`src/rtl/stam_pkg.sv`:
```
`timescale 1ns / 1ps
// ----------------------------------------------------------------------------
// Sparse triplet add/merge package
// Shared widths, codes and record types of the sparse triplet adder.
// ----------------------------------------------------------------------------
package stam_pkg;

	// Field widths fixed by the port definition.
	localparam int INDEX_BITS = 6;
	localparam int VALUE_BITS = 32;
	localparam int COUNT_W    = 7;
	localparam int CFG_W      = 7;
	localparam int CFG_IDX_W  = 2;

	// Default list depth for each of the two triplet stores.
	localparam int LIST_CAPACITY_DEF = 32;

	// Reset value of every dimension register.
	localparam logic [CFG_W-1:0] DIM_RESET = CFG_W'(1);

	// Command codes of an input beat.
	typedef enum logic [1:0] {
		OP_LOAD_FIRST  = 2'd0,
		OP_LOAD_SECOND = 2'd1,
		OP_MERGE       = 2'd2,
		OP_NONE        = 2'd3
	} opcode_t;

	// Configuration register indexes.
	typedef enum logic [CFG_IDX_W-1:0] {
		CFG_ROWS_FIRST  = 2'd0,
		CFG_COLS_FIRST  = 2'd1,
		CFG_ROWS_SECOND = 2'd2,
		CFG_COLS_SECOND = 2'd3
	} cfg_idx_t;

	// One stored triplet.
	typedef struct packed {
		logic [INDEX_BITS-1:0]        row;
		logic [INDEX_BITS-1:0]        col;
		logic signed [VALUE_BITS-1:0] val;
	} trip_t;

	// Outcome of one merge step from the shared compare/add unit.
	typedef struct packed {
		logic                         take_a;
		logic                         take_b;
		logic                         drop;
		logic                         sat;
		logic [INDEX_BITS-1:0]        row;
		logic [INDEX_BITS-1:0]        col;
		logic signed [VALUE_BITS-1:0] val;
	} alu_res_t;

	// One result beat.
	typedef struct packed {
		logic [INDEX_BITS-1:0]        row;
		logic [INDEX_BITS-1:0]        col;
		logic signed [VALUE_BITS-1:0] val;
		logic                         entry_valid;
		logic [COUNT_W-1:0]           count;
		logic                         mism;
		logic                         ovf;
		logic                         sat;
		logic                         last;
	} res_t;

endpackage

```
`src/rtl/stam_store.sv`:
```
`timescale 1ns / 1ps
// ----------------------------------------------------------------------------
// Triplet store
// Single-port-write, single-port-read memory of triplets with registered read.
// ----------------------------------------------------------------------------
module stam_store #(
	parameter int DEPTH  = stam_pkg::LIST_CAPACITY_DEF,
	parameter int ADDR_W = (DEPTH > 1) ? $clog2(DEPTH) : 1
) (
	input  logic              clk,
	input  logic              we,
	input  logic [ADDR_W-1:0] waddr,
	input  stam_pkg::trip_t   wdata,
	input  logic [ADDR_W-1:0] raddr,
	output stam_pkg::trip_t   rdata
);
	import stam_pkg::*;

	trip_t mem_q [DEPTH];

	// Write port.
	always_ff @(posedge clk) begin
		if (we) begin
			mem_q[waddr] <= wdata;
		end
	end

	// Registered read port.
	always_ff @(posedge clk) begin
		rdata <= mem_q[raddr];
	end

endmodule

```
`src/rtl/stam_alu.sv`:
```
`timescale 1ns / 1ps
// ----------------------------------------------------------------------------
// Merge step unit
// Compares the two list heads by row-major key, adds on a coinciding
// position with saturation, and reports which heads advance.
// ----------------------------------------------------------------------------
module stam_alu (
	input  stam_pkg::trip_t    a,
	input  stam_pkg::trip_t    b,
	input  logic               a_ok,
	input  logic               b_ok,
	output stam_pkg::alu_res_t res
);
	import stam_pkg::*;

	logic [2*INDEX_BITS-1:0]   key_a;
	logic [2*INDEX_BITS-1:0]   key_b;
	logic                      sel_a;
	logic                      sel_b;
	logic signed [VALUE_BITS:0] sum;
	logic                      pos_ovf;
	logic                      neg_ovf;

	assign key_a = {a.row, a.col};
	assign key_b = {b.row, b.col};

	// Pick the smaller head; equal keys take both.
	assign sel_a = !b_ok || (a_ok && (key_a < key_b));
	assign sel_b = !sel_a && (!a_ok || (key_b < key_a));

	// Widened sum and its overflow direction.
	assign sum     = {a.val[VALUE_BITS-1], a.val} + {b.val[VALUE_BITS-1], b.val};
	assign pos_ovf = !sum[VALUE_BITS] && sum[VALUE_BITS-1];
	assign neg_ovf = sum[VALUE_BITS] && !sum[VALUE_BITS-1];

	always_comb begin
		res        = '0;
		res.take_a = !sel_b;
		res.take_b = !sel_a;
		if (sel_b) begin
			res.row = b.row;
			res.col = b.col;
			res.val = b.val;
		end else begin
			res.row = a.row;
			res.col = a.col;
			res.val = a.val;
		end
		// Coinciding position: saturated sum, zero sum is dropped.
		if (!sel_a && !sel_b) begin
			res.drop = (sum == '0);
			if (pos_ovf) begin
				res.val = {1'b0, {(VALUE_BITS-1){1'b1}}};
				res.sat = 1'b1;
			end else if (neg_ovf) begin
				res.val = {1'b1, {(VALUE_BITS-1){1'b0}}};
				res.sat = 1'b1;
			end else begin
				res.val = sum[VALUE_BITS-1:0];
			end
		end
	end

endmodule

```
`src/rtl/sparse_triplet_add_merge_top.sv`:
```
`timescale 1ns / 1ps
// ----------------------------------------------------------------------------
// Sparse triplet add/merge top level
// Loads two row-major triplet lists and emits their saturated sum on a merge.
// ----------------------------------------------------------------------------
//  Channel  | Handshake            | Payload
//  ---------+----------------------+------------------------------------------
//  in       | in_valid / in_ready  | opcode, entry_row, entry_col, entry_value
//  out      | out_valid / out_ready| row_out .. last_out (one result per beat)
//  cfg      | cfg_we               | cfg_index, cfg_data
//
//  A load beat is taken while idle and in_ready stays high across loads.
//  A merge reads both store heads in ST_READ and runs the shared compare/add
//  unit on them in ST_CMP for each list step; a full merge keeps in_ready low
//  until ST_FIN has put out the closing beat, and output stalls hold it longer;
//  a merge with mismatched dimensions goes straight from idle to ST_FIN.
//  One result is held back so that the final beat can be marked last.
//  in_ready is low during a merge; a stalled out_ready holds the sequencer.
//  Reset clears the counts and the overflow flag and sets the dimension
//  registers to one.
// ----------------------------------------------------------------------------
module sparse_triplet_add_merge_top #(
	parameter int LIST_CAPACITY = stam_pkg::LIST_CAPACITY_DEF
) (
	input  logic                                 clk,
	input  logic                                 arst_n,
	// Input beat channel.
	input  logic                                 in_valid,
	output logic                                 in_ready,
	input  logic [1:0]                           opcode,
	input  logic [stam_pkg::INDEX_BITS-1:0]      entry_row,
	input  logic [stam_pkg::INDEX_BITS-1:0]      entry_col,
	input  logic signed [stam_pkg::VALUE_BITS-1:0] entry_value,
	// Result beat channel.
	output logic                                 out_valid,
	input  logic                                 out_ready,
	output logic [stam_pkg::INDEX_BITS-1:0]      row_out,
	output logic [stam_pkg::INDEX_BITS-1:0]      col_out,
	output logic signed [stam_pkg::VALUE_BITS-1:0] value_out,
	output logic                                 entry_valid,
	output logic [stam_pkg::COUNT_W-1:0]         entries_so_far,
	output logic                                 dims_mismatch,
	output logic                                 load_overflow,
	output logic                                 sum_saturated,
	output logic                                 last_out,
	// Configuration write port.
	input  logic                                 cfg_we,
	input  logic [stam_pkg::CFG_IDX_W-1:0]       cfg_index,
	input  logic [stam_pkg::CFG_W-1:0]           cfg_data
);
	import stam_pkg::*;

	localparam int ADDR_W = (LIST_CAPACITY > 1) ? $clog2(LIST_CAPACITY) : 1;
	localparam int CNT_W  = $clog2(LIST_CAPACITY + 1);
	localparam int K_W    = $clog2(2 * LIST_CAPACITY + 1);

	typedef enum logic [3:0] {
		ST_IDLE = 4'b0001,
		ST_READ = 4'b0010,
		ST_CMP  = 4'b0100,
		ST_FIN  = 4'b1000
	} state_t;

	state_t             state_q;
	logic [CFG_W-1:0]   rows_first_q;
	logic [CFG_W-1:0]   cols_first_q;
	logic [CFG_W-1:0]   rows_second_q;
	logic [CFG_W-1:0]   cols_second_q;
	logic [CNT_W-1:0]   cnt_a_q;
	logic [CNT_W-1:0]   cnt_b_q;
	logic [CNT_W-1:0]   i_q;
	logic [CNT_W-1:0]   j_q;
	logic [K_W-1:0]     k_q;
	logic               ovf_q;
	logic               mism_q;
	logic               pend_valid_q;
	logic               out_valid_q;
	res_t               pend_q;
	res_t               out_q;

	logic               in_fire;
	logic               wr_a;
	logic               wr_b;
	logic               a_ok;
	logic               b_ok;
	logic               out_free;
	logic               push;
	logic               fin_go;
	logic               load_out;
	logic               dims_differ;
	res_t               out_next;
	res_t               new_res;
	trip_t              wr_trip;
	trip_t              head_a;
	trip_t              head_b;
	alu_res_t           alu;

	assign in_ready    = (state_q == ST_IDLE);
	assign in_fire     = in_valid && in_ready;
	assign wr_a        = in_fire && (opcode == OP_LOAD_FIRST) &&
	                     (cnt_a_q < CNT_W'(LIST_CAPACITY));
	assign wr_b        = in_fire && (opcode == OP_LOAD_SECOND) &&
	                     (cnt_b_q < CNT_W'(LIST_CAPACITY));
	assign dims_differ = (rows_first_q != rows_second_q) ||
	                     (cols_first_q != cols_second_q);

	assign wr_trip.row = entry_row;
	assign wr_trip.col = entry_col;
	assign wr_trip.val = entry_value;

	// The two triplet stores.
	stam_store #(.DEPTH(LIST_CAPACITY), .ADDR_W(ADDR_W)) u_store_a (
		.clk   (clk),
		.we    (wr_a),
		.waddr (cnt_a_q[ADDR_W-1:0]),
		.wdata (wr_trip),
		.raddr (i_q[ADDR_W-1:0]),
		.rdata (head_a)
	);

	stam_store #(.DEPTH(LIST_CAPACITY), .ADDR_W(ADDR_W)) u_store_b (
		.clk   (clk),
		.we    (wr_b),
		.waddr (cnt_b_q[ADDR_W-1:0]),
		.wdata (wr_trip),
		.raddr (j_q[ADDR_W-1:0]),
		.rdata (head_b)
	);

	// Shared compare/add unit over the two heads.
	assign a_ok = (i_q < cnt_a_q);
	assign b_ok = (j_q < cnt_b_q);

	stam_alu u_alu (
		.a    (head_a),
		.b    (head_b),
		.a_ok (a_ok),
		.b_ok (b_ok),
		.res  (alu)
	);

	// Result beat built from the current merge step.
	always_comb begin
		new_res             = '0;
		new_res.row         = alu.row;
		new_res.col         = alu.col;
		new_res.val         = alu.val;
		new_res.entry_valid = 1'b1;
		new_res.count       = COUNT_W'(k_q + K_W'(1));
		new_res.ovf         = ovf_q;
		new_res.sat         = alu.sat;
	end

	// Output register control: a held result moves out when a newer one
	// arrives, and the held or an empty result closes the run.
	assign out_free = !out_valid_q || out_ready;
	assign push     = (state_q == ST_CMP) && (a_ok || b_ok) && !alu.drop &&
	                  (!pend_valid_q || out_free);
	assign fin_go   = (state_q == ST_FIN) && out_free;
	assign load_out = (push && pend_valid_q) || fin_go;

	always_comb begin
		out_next = pend_q;
		if (state_q == ST_FIN) begin
			if (!pend_valid_q) begin
				out_next      = '0;
				out_next.mism = mism_q;
				out_next.ovf  = ovf_q;
			end
			out_next.last = 1'b1;
		end
	end

	// Sequencer, counters and configuration.
	always_ff @(posedge clk or negedge arst_n) begin
		if (!arst_n) begin
			state_q       <= ST_IDLE;
			rows_first_q  <= DIM_RESET;
			cols_first_q  <= DIM_RESET;
			rows_second_q <= DIM_RESET;
			cols_second_q <= DIM_RESET;
			cnt_a_q       <= '0;
			cnt_b_q       <= '0;
			i_q           <= '0;
			j_q           <= '0;
			k_q           <= '0;
			ovf_q         <= 1'b0;
			mism_q        <= 1'b0;
			pend_valid_q  <= 1'b0;
			out_valid_q   <= 1'b0;
		end else begin
			if (cfg_we) begin
				case (cfg_index)
					CFG_ROWS_FIRST:  rows_first_q  <= cfg_data;
					CFG_COLS_FIRST:  cols_first_q  <= cfg_data;
					CFG_ROWS_SECOND: rows_second_q <= cfg_data;
					CFG_COLS_SECOND: cols_second_q <= cfg_data;
					default: ;
				endcase
			end

			if (load_out) begin
				out_valid_q <= 1'b1;
			end else if (out_ready) begin
				out_valid_q <= 1'b0;
			end

			case (state_q)
				ST_IDLE: begin
					if (in_fire) begin
						case (opcode)
							OP_LOAD_FIRST: begin
								if (wr_a) begin
									cnt_a_q <= cnt_a_q + CNT_W'(1);
								end else begin
									ovf_q <= 1'b1;
								end
							end
							OP_LOAD_SECOND: begin
								if (wr_b) begin
									cnt_b_q <= cnt_b_q + CNT_W'(1);
								end else begin
									ovf_q <= 1'b1;
								end
							end
							OP_MERGE: begin
								i_q    <= '0;
								j_q    <= '0;
								k_q    <= '0;
								mism_q <= dims_differ;
								state_q <= dims_differ ? ST_FIN : ST_READ;
							end
							default: ;
						endcase
					end
				end
				ST_READ: begin
					state_q <= ST_CMP;
				end
				ST_CMP: begin
					if (!a_ok && !b_ok) begin
						state_q <= ST_FIN;
					end else if (alu.drop || push) begin
						i_q     <= i_q + CNT_W'(alu.take_a);
						j_q     <= j_q + CNT_W'(alu.take_b);
						state_q <= ST_READ;
						if (push) begin
							pend_valid_q <= 1'b1;
							k_q          <= k_q + K_W'(1);
						end
					end
				end
				ST_FIN: begin
					if (fin_go) begin
						pend_valid_q <= 1'b0;
						cnt_a_q      <= '0;
						cnt_b_q      <= '0;
						ovf_q        <= 1'b0;
						state_q      <= ST_IDLE;
					end
				end
				default: begin
					state_q <= ST_IDLE;
				end
			endcase
		end
	end

	// Payload registers.
	always_ff @(posedge clk) begin
		if (push) begin
			pend_q <= new_res;
		end
		if (load_out) begin
			out_q <= out_next;
		end
	end

	assign out_valid      = out_valid_q;
	assign row_out        = out_q.row;
	assign col_out        = out_q.col;
	assign value_out      = out_q.val;
	assign entry_valid    = out_q.entry_valid;
	assign entries_so_far = out_q.count;
	assign dims_mismatch  = out_q.mism;
	assign load_overflow  = out_q.ovf;
	assign sum_saturated  = out_q.sat;
	assign last_out       = out_q.last;

endmodule
```
`config.mk`:
```
export PLATFORM = sky130hd
export DESIGN_NAME = sparse_triplet_add_merge_top
export DESIGN_NICKNAME = d
export VERILOG_FILES = /design/src/rtl/stam_pkg.sv /design/src/rtl/stam_store.sv /design/src/rtl/stam_alu.sv /design/src/rtl/sparse_triplet_add_merge_top.sv
export SDC_FILE = /design/constraint.sdc
export NUM_CORES = 2
export LEC_CHECK = 0
export BUFFER_PORTS_ARGS = -buffer_cell sky130_fd_sc_hd__buf_4
export CAP_MARGIN = 0
export CORE_AREA = 3 3 474 476
export DETAILED_ROUTE_END_ITERATION = 8
export DIE_AREA = 0 0 477 479
export PLACE_DENSITY = 0.7
export SYNTH_ARGS = -nofsm -noshare
export SYNTH_HDL_FRONTEND = slang
export SYNTH_HIERARCHICAL = 1
export SYNTH_SLANG_ARGS = --single-unit
```
`constraint.sdc`:
```
create_clock -name clk -period 13.81 [get_ports clk]
set_input_delay 0.6905 -clock clk [delete_from_list [all_inputs] [get_ports clk]]
set_output_delay 0.6905 -clock clk [all_outputs]
set_load 0.05 [all_outputs]
```
# Word level (Yosys, flattened, before mapping)
# Memories as Yosys holds them, arrays and structs flattened. A register that Yosys moved wholly into a read port is not among the register bits.
# Cells that the tools add are included.
[word_totals]
reg_bits = 176
output_inout_bits = 58
mem_bits_rw = 2816
memories = 2
[op_classes]
n_lt_le_gt_ge = 6
n_eq_ne = 25
n_mux = 55
reduce_logical = 53
bitwise_logic = 1
addsub = 6
[mem_list]
columns = ["memory", "depth", "width", "rd", "rd_clocked_by_memory_dff", "write_ports", "line", "rtl"]
rows = [
  ["u_store_a.mem_q", 32, 44, 1, 1, 1, "stam_store.sv:19", "trip_t mem_q [DEPTH];"],
  ["u_store_b.mem_q", 32, 44, 1, 1, 1, "stam_store.sv:19", ""],
]
[op_table]
columns = ["cell", "count"]
rows = [
  ["two-way mux 56 bit", 2],
  ["two-way mux 32 bit", 3],
  ["two-way mux 6 bit", 13],
  ["case mux 6 bit (2 select lines)", 4],
  ["two-way mux 44 bit", 1],
  ["two-way mux 7 bit", 5],
  ["adder 32 x 32 -> 33 bit", 1],
  ["logical NOT 33 bit", 1],
  ["less-than comparator 12 bit", 2],
  ["two-way mux 4 bit", 6],
  ["AND reduction 5 bit", 4],
  ["logical AND 1 bit", 16],
  ["case mux 4 bit (4 select lines)", 1],
  ["two-way mux 1 bit", 15],
  ["inequality test 2 x 1 -> 1 bit, second input constant", 7],
  ["inequality test 7 bit", 2],
  ["case mux 7 bit (2 select lines)", 1],
  ["adder 6 x 1 -> 6 bit", 2],
  ["adder 6 x 1 -> 6 bit, second input constant", 2],
  ["less-than comparator 6 bit", 2],
  ["less-than comparator 6 bit, second input constant", 2],
  ["AND reduction 6 bit", 2],
  ["logical NOT 1 bit", 9],
  ["logical OR 1 bit", 8],
  ["19 further kinds", 35],
]

# Depth between registers and ports, before layout
[depth]
word_depth = 15
depth_mapped = 17
mapped_depth_nobuf = 17

# Hierarchy
# The synthesis kept the hierarchy.
[by_module_without_submodules]
columns = ["mod", "cells_per_inst", "n_inst", "area_each_um2"]
rows = [
  ["stam_store (u_store_a)", 3090, 1, 55548.3],
  ["stam_store (u_store_b)", 3090, 1, 55532.0],
  ["sparse_triplet_add_merge_top", 487, 1, 7185.6],
  ["stam_alu", 480, 1, 3091.7],
]

# Worst setup path before layout
# No wires, ideal clock.
[synth_path]
path_kind = "register to register"
startpoint = "register u_store_a/rdata[14] (netlist name)"
endpoint = "register out_q, in the netlist col_out[0] (enable)"
path_buffers = 2
setup_slack_ns = 8.222
t_required_ns = 13.170
setup_ns = 0.640
path_stages_with_launch = 17
synth_period_minus_slack_ns = 5.588
arrival_time_ns = 4.949
cell_sequence = "dfxtp_1 ha_1 buf_2 nand4_1 a2111oi_0 o2bb2ai_2 nor2_2 xnor2_1 or4_4 nor3b_2 nand4_1 or4_1 nor4_2 a2111oi_4 buf_2 nand2_1 nand2_1"
[synth_lines]
columns = ["item", "line", "rtl"]
rows = [
  ["end signal, assigned", "sparse_triplet_add_merge_top.sv:275", "out_q <= out_next;"],
  ["end, declared", "sparse_triplet_add_merge_top.sv:79", "res_t out_q;"],
]

==> metrics.md <==
| Metric | Value |
|---|---|
| Outcome | finished clean |
| Worst slew margin | approximately 15% |
| Io pins | 118 |
| Post-synth top flop | edfxtp_1 |
| Highest-delay cell along the critical path | dfrtp_4 |
| Synth Area in Simple Gates | just over 4% |
| Max IR drop VDD | 0.000186 V |
| DRC Markers | 0 |
| First-pass GRT wire length | about 440000 µm |
| Grt total ovfl | 0 |
| Reg-to-reg startpoint | j_q[0] |
| Pwr/cell area | about 190 nW/µm² |
| Proportion of power drawn by the clock network | 31.4% |
| RePlAce Congestion | between 0.8 and 0.9 |
| Antenna-violating nets left | 0 |
| Clk Latency, worst-skew pair | ~0.95 ns |
| Worst Path Max Fanout | between 100 and 150 |
| Fmax | 0.184 GHz |
| Wirelength per Cell | roughly 29 µm |
| Synth warn | 6 |
| Synth Area in Compound Gates | under 10% |
| Synthesized area per cell | 17.0 µm² |
| Worst hold path depth | 3 |
| Max_cap viols | 0 |
| Sequential fraction of the synthesis area | between 70% and 80% |
| Post-synthesis adder-cell area fraction | less than 1% |
| CP startpoint | j_q[0] |
| Post-synth EDFFs | around 3000 |
| Area Growth Syn to Fin | 11.6% |
| Vias/cell | 6.29 |
| Most frequent cells in the layout | 2925 x edfxtp_1, 1412 x mux2i_1, 341 x nand2_1, 339 x a21oi_1, 320 x clkbuf_16 |
| Sum Neg Setup Slack | 0 ns |
| Post-CTS Resized | 0 |
| Largest family of logic cells by synthesized area | multiplexers |
| Pint | ~18 mW |
| Overall routing resource usage | 26.5% |
| Dpl hpwl | between 150000 and 200000 µm |
| H-tree level count | 5 |
| Maximum clock path buffer count | 4 |
| Sink Count | 3080 |
| Final worst-path cycle share | approximately 40% |
| Final setup fails | 0 |
| Critical R2R Capture | u_store_b/rdata[24] |
| Required time of the critical path | between 10 and 15 ns |
| Rows | between 150 and 200 |
| Sequential share of power | between 40 and 50% |
| CTS tree | built |
| DIE AREA | approximately 230000 µm² |
| Post-CTS Setup Bufs | 0 |
| CP max stage delay | between 0.8 and 0.9 ns |
| RSZ-0062 raised after global routing | false |
| Yosys cell types | 80 |
| CP arrival | between 6 and 7 ns |
| Drt first pass iters | 6 |
| Crit path time final | around 5.4 ns |
| Synthesized area | about 120000 µm² |
| Worst hold endpoint | out_valid |
| Worst Max-Slew Pin Slew | about 1.3 ns |
| Switching pwr | about 8.0 mW |
| Core region area | roughly 220000 µm² |
| Post-route cell area | 135000 µm² |
| Worst Setup End Kind | flop |
| Die Wd | 477 µm |
| Comb power frac | 26.3% |
| Root buf cell | clkbuf_16 |
| Commonest non-fill, non-tap cell in the layout | edfxtp_1 |
| XOR/XNOR share of the synthesized area | less than 1% |
| Pin count of the biggest net entering global routing | 133 |
| Post-layout util | 61.2% |
| Placed cell area | about 130000 µm² |
| Antenna violations before repair | 17 |
| Final setup skew | about 0.045 ns |
| Routed vias | about 66000 |
| Port bufs | 117 |
| Share of synthesized registers carrying an async set or reset | 2.18% |
| Post-Route WL | 308000 µm |
| Cell Chain, Critical Path | buf_12 > buf_4 > buf_4 > buf_12 > mux2i_1 > a22o_1 > nor3_1 > a31oi_1 > nand3_1 |
| Multiplexer share of the synthesized area | between 10% and 20% |
| Leakage power | about 43 nW |
| Vias in the first global route | about 64000 |
| Hold_buf cts | 8 |
| Final hold violation count | 0 |
| Fin. max-slew vios | 0 |
| Starting Density | 54.8% |
| Die Ht | between 400 and 500 µm |
| Startpoint types | flop |
| Switching share of total power | approximately 30% |
| Initial DRC Count | ~7700 |
| Fraction of layout cells with a size suffix above 1 | 11.2% |
| Worst reg2reg setup slack | approximately 8.4 ns |
| Hold_sp | out_ready |
| Syn Nets | 7271 |
| Clock transition at the registers of the reported paths | approximately 0.06 ns |
| Setup CP Type | reg -> reg |
| Gate Count Post-Synth | roughly 7100 |
| Nets | approximately 7500 |
| Hold Path Class | in -> reg |
| Synthesized flop and latch total | around 3100 |
| CTS buffer count | about 310 |
| Reg2Reg Depth | 9 |
-- stage by stage --
stage               setup WS (ns)  hold WS [ns]  power, mW  instances
finish                       8.37         0.128       26.0      10500
global route                 8.14        0.0998       26.9      10500
CTS                          8.48        0.0735       26.0      10500
detailed placement           8.50         0.461       17.9       9982
global placement             8.55         0.461       17.8       9982
floorplan                    8.22         0.395       16.0       7147
-- area by class of cell --
cell class                      count  area [µm²]
Multi-Input combinational cell   3640       28400
Tap cell                         2975        3720
Clock buffer                      396        8440
Sequential cell                  3080       91300
Clock inverter                    150        1360
Fill cell                       15700       86000
Timing Repair Buffer              253        2070
Antenna cell                        8        20.0
Inverter                           42         158
-- per-layer routing --
metal / wire length (µm) / vias up / track usage (%)
met5: 9 / - / 0
met1: 121000 / 34100 / 36.6
li1: - / 28500 / -
met3: 29000 / 520 / 4.95
met2: 147000 / 3254 / 42.8
met4: 10400 / 2 / 9.00
-- cell families after synthesis --
| group | after synthesis |
|---|---|
| AO/OA/AOI/OAI | 1028 |
| XOR/XNOR | 54 |
| adder cells (fa/ha/maj) | 64 |
| buffers and inverters | 427 |
| flip-flops | 3080 |
| multiplexers | 1453 |
| AND/OR/NAND/NOR | 1041 |
-- sequential cells by signal, summed over array words and instances (netlist names), 7 cells and up --
register / flops
rows_first_q: 7
entries_so_far: 7
value_out: 32
pend_q: 53
cols_second_q: 7
u_store_b/mem_q: 1408
u_store_a/rdata: 44
k_q: 7
u_store_b/rdata: 44
rows_second_q: 7
u_store_a/mem_q: 1408
cols_first_q: 7
-- critical path, delay by kind of cell, from the launching register on --
family,cells,cell delay (ns)
muxes,1,0.28
buffers and inverters,4,3.01
and+or+nand+nor,2,0.19
AOI/OAI and AO/OA,2,0.47
DFF,1,0.88
-- worst max-delay path by stage --
| stage | cells past startpoint | to | slack [ns] |
|---|---|---|---|
| global placement | 9 | u_store_b/rdata[21] | 8.55 |
| global route | 16 | i_q[4] | 8.14 |
| CTS | 9 | u_store_b/rdata[24] | 8.48 |
| detailed placement | 9 | u_store_b/rdata[24] | 8.50 |
| finish | 9 | u_store_b/rdata[24] | 8.37 |
| floorplan | 16 | col_out[0] | 8.22 |
-- Yosys cell counts, drive strengths merged, types with 61 or more instances --
library cell,instances,area (µm²)
mux2i,1412,14100
nor2b,61,382
buf,247,1600
a22oi,266,2000
edfxtp,2925,87800
a22o,184,1610
clkbuf,138,548
a31oi,94,588
dfrtp,62,1550
o21ai,63,315
dfxtp,88,1760
nor2,137,524
nor3,101,510
nand3,285,1430
nand2,344,1290
a21oi,339,1700
ha,63,788
-- power by group through the flow --
| stage | Combinational, mW | Sequential (mW) | Clock, mW |
|---|---|---|---|
| floorplan | 4.87 | 11.1 | 0 |
| global placement | 6.66 | 11.2 | 0 |
| detailed placement | 6.71 | 11.2 | 0 |
| CTS | 6.76 | 11.0 | 8.25 |
| global route | 7.28 | 11.0 | 8.65 |
| finish | 6.82 | 11.0 | 8.15 |
(Power assumes the default switching activity.)
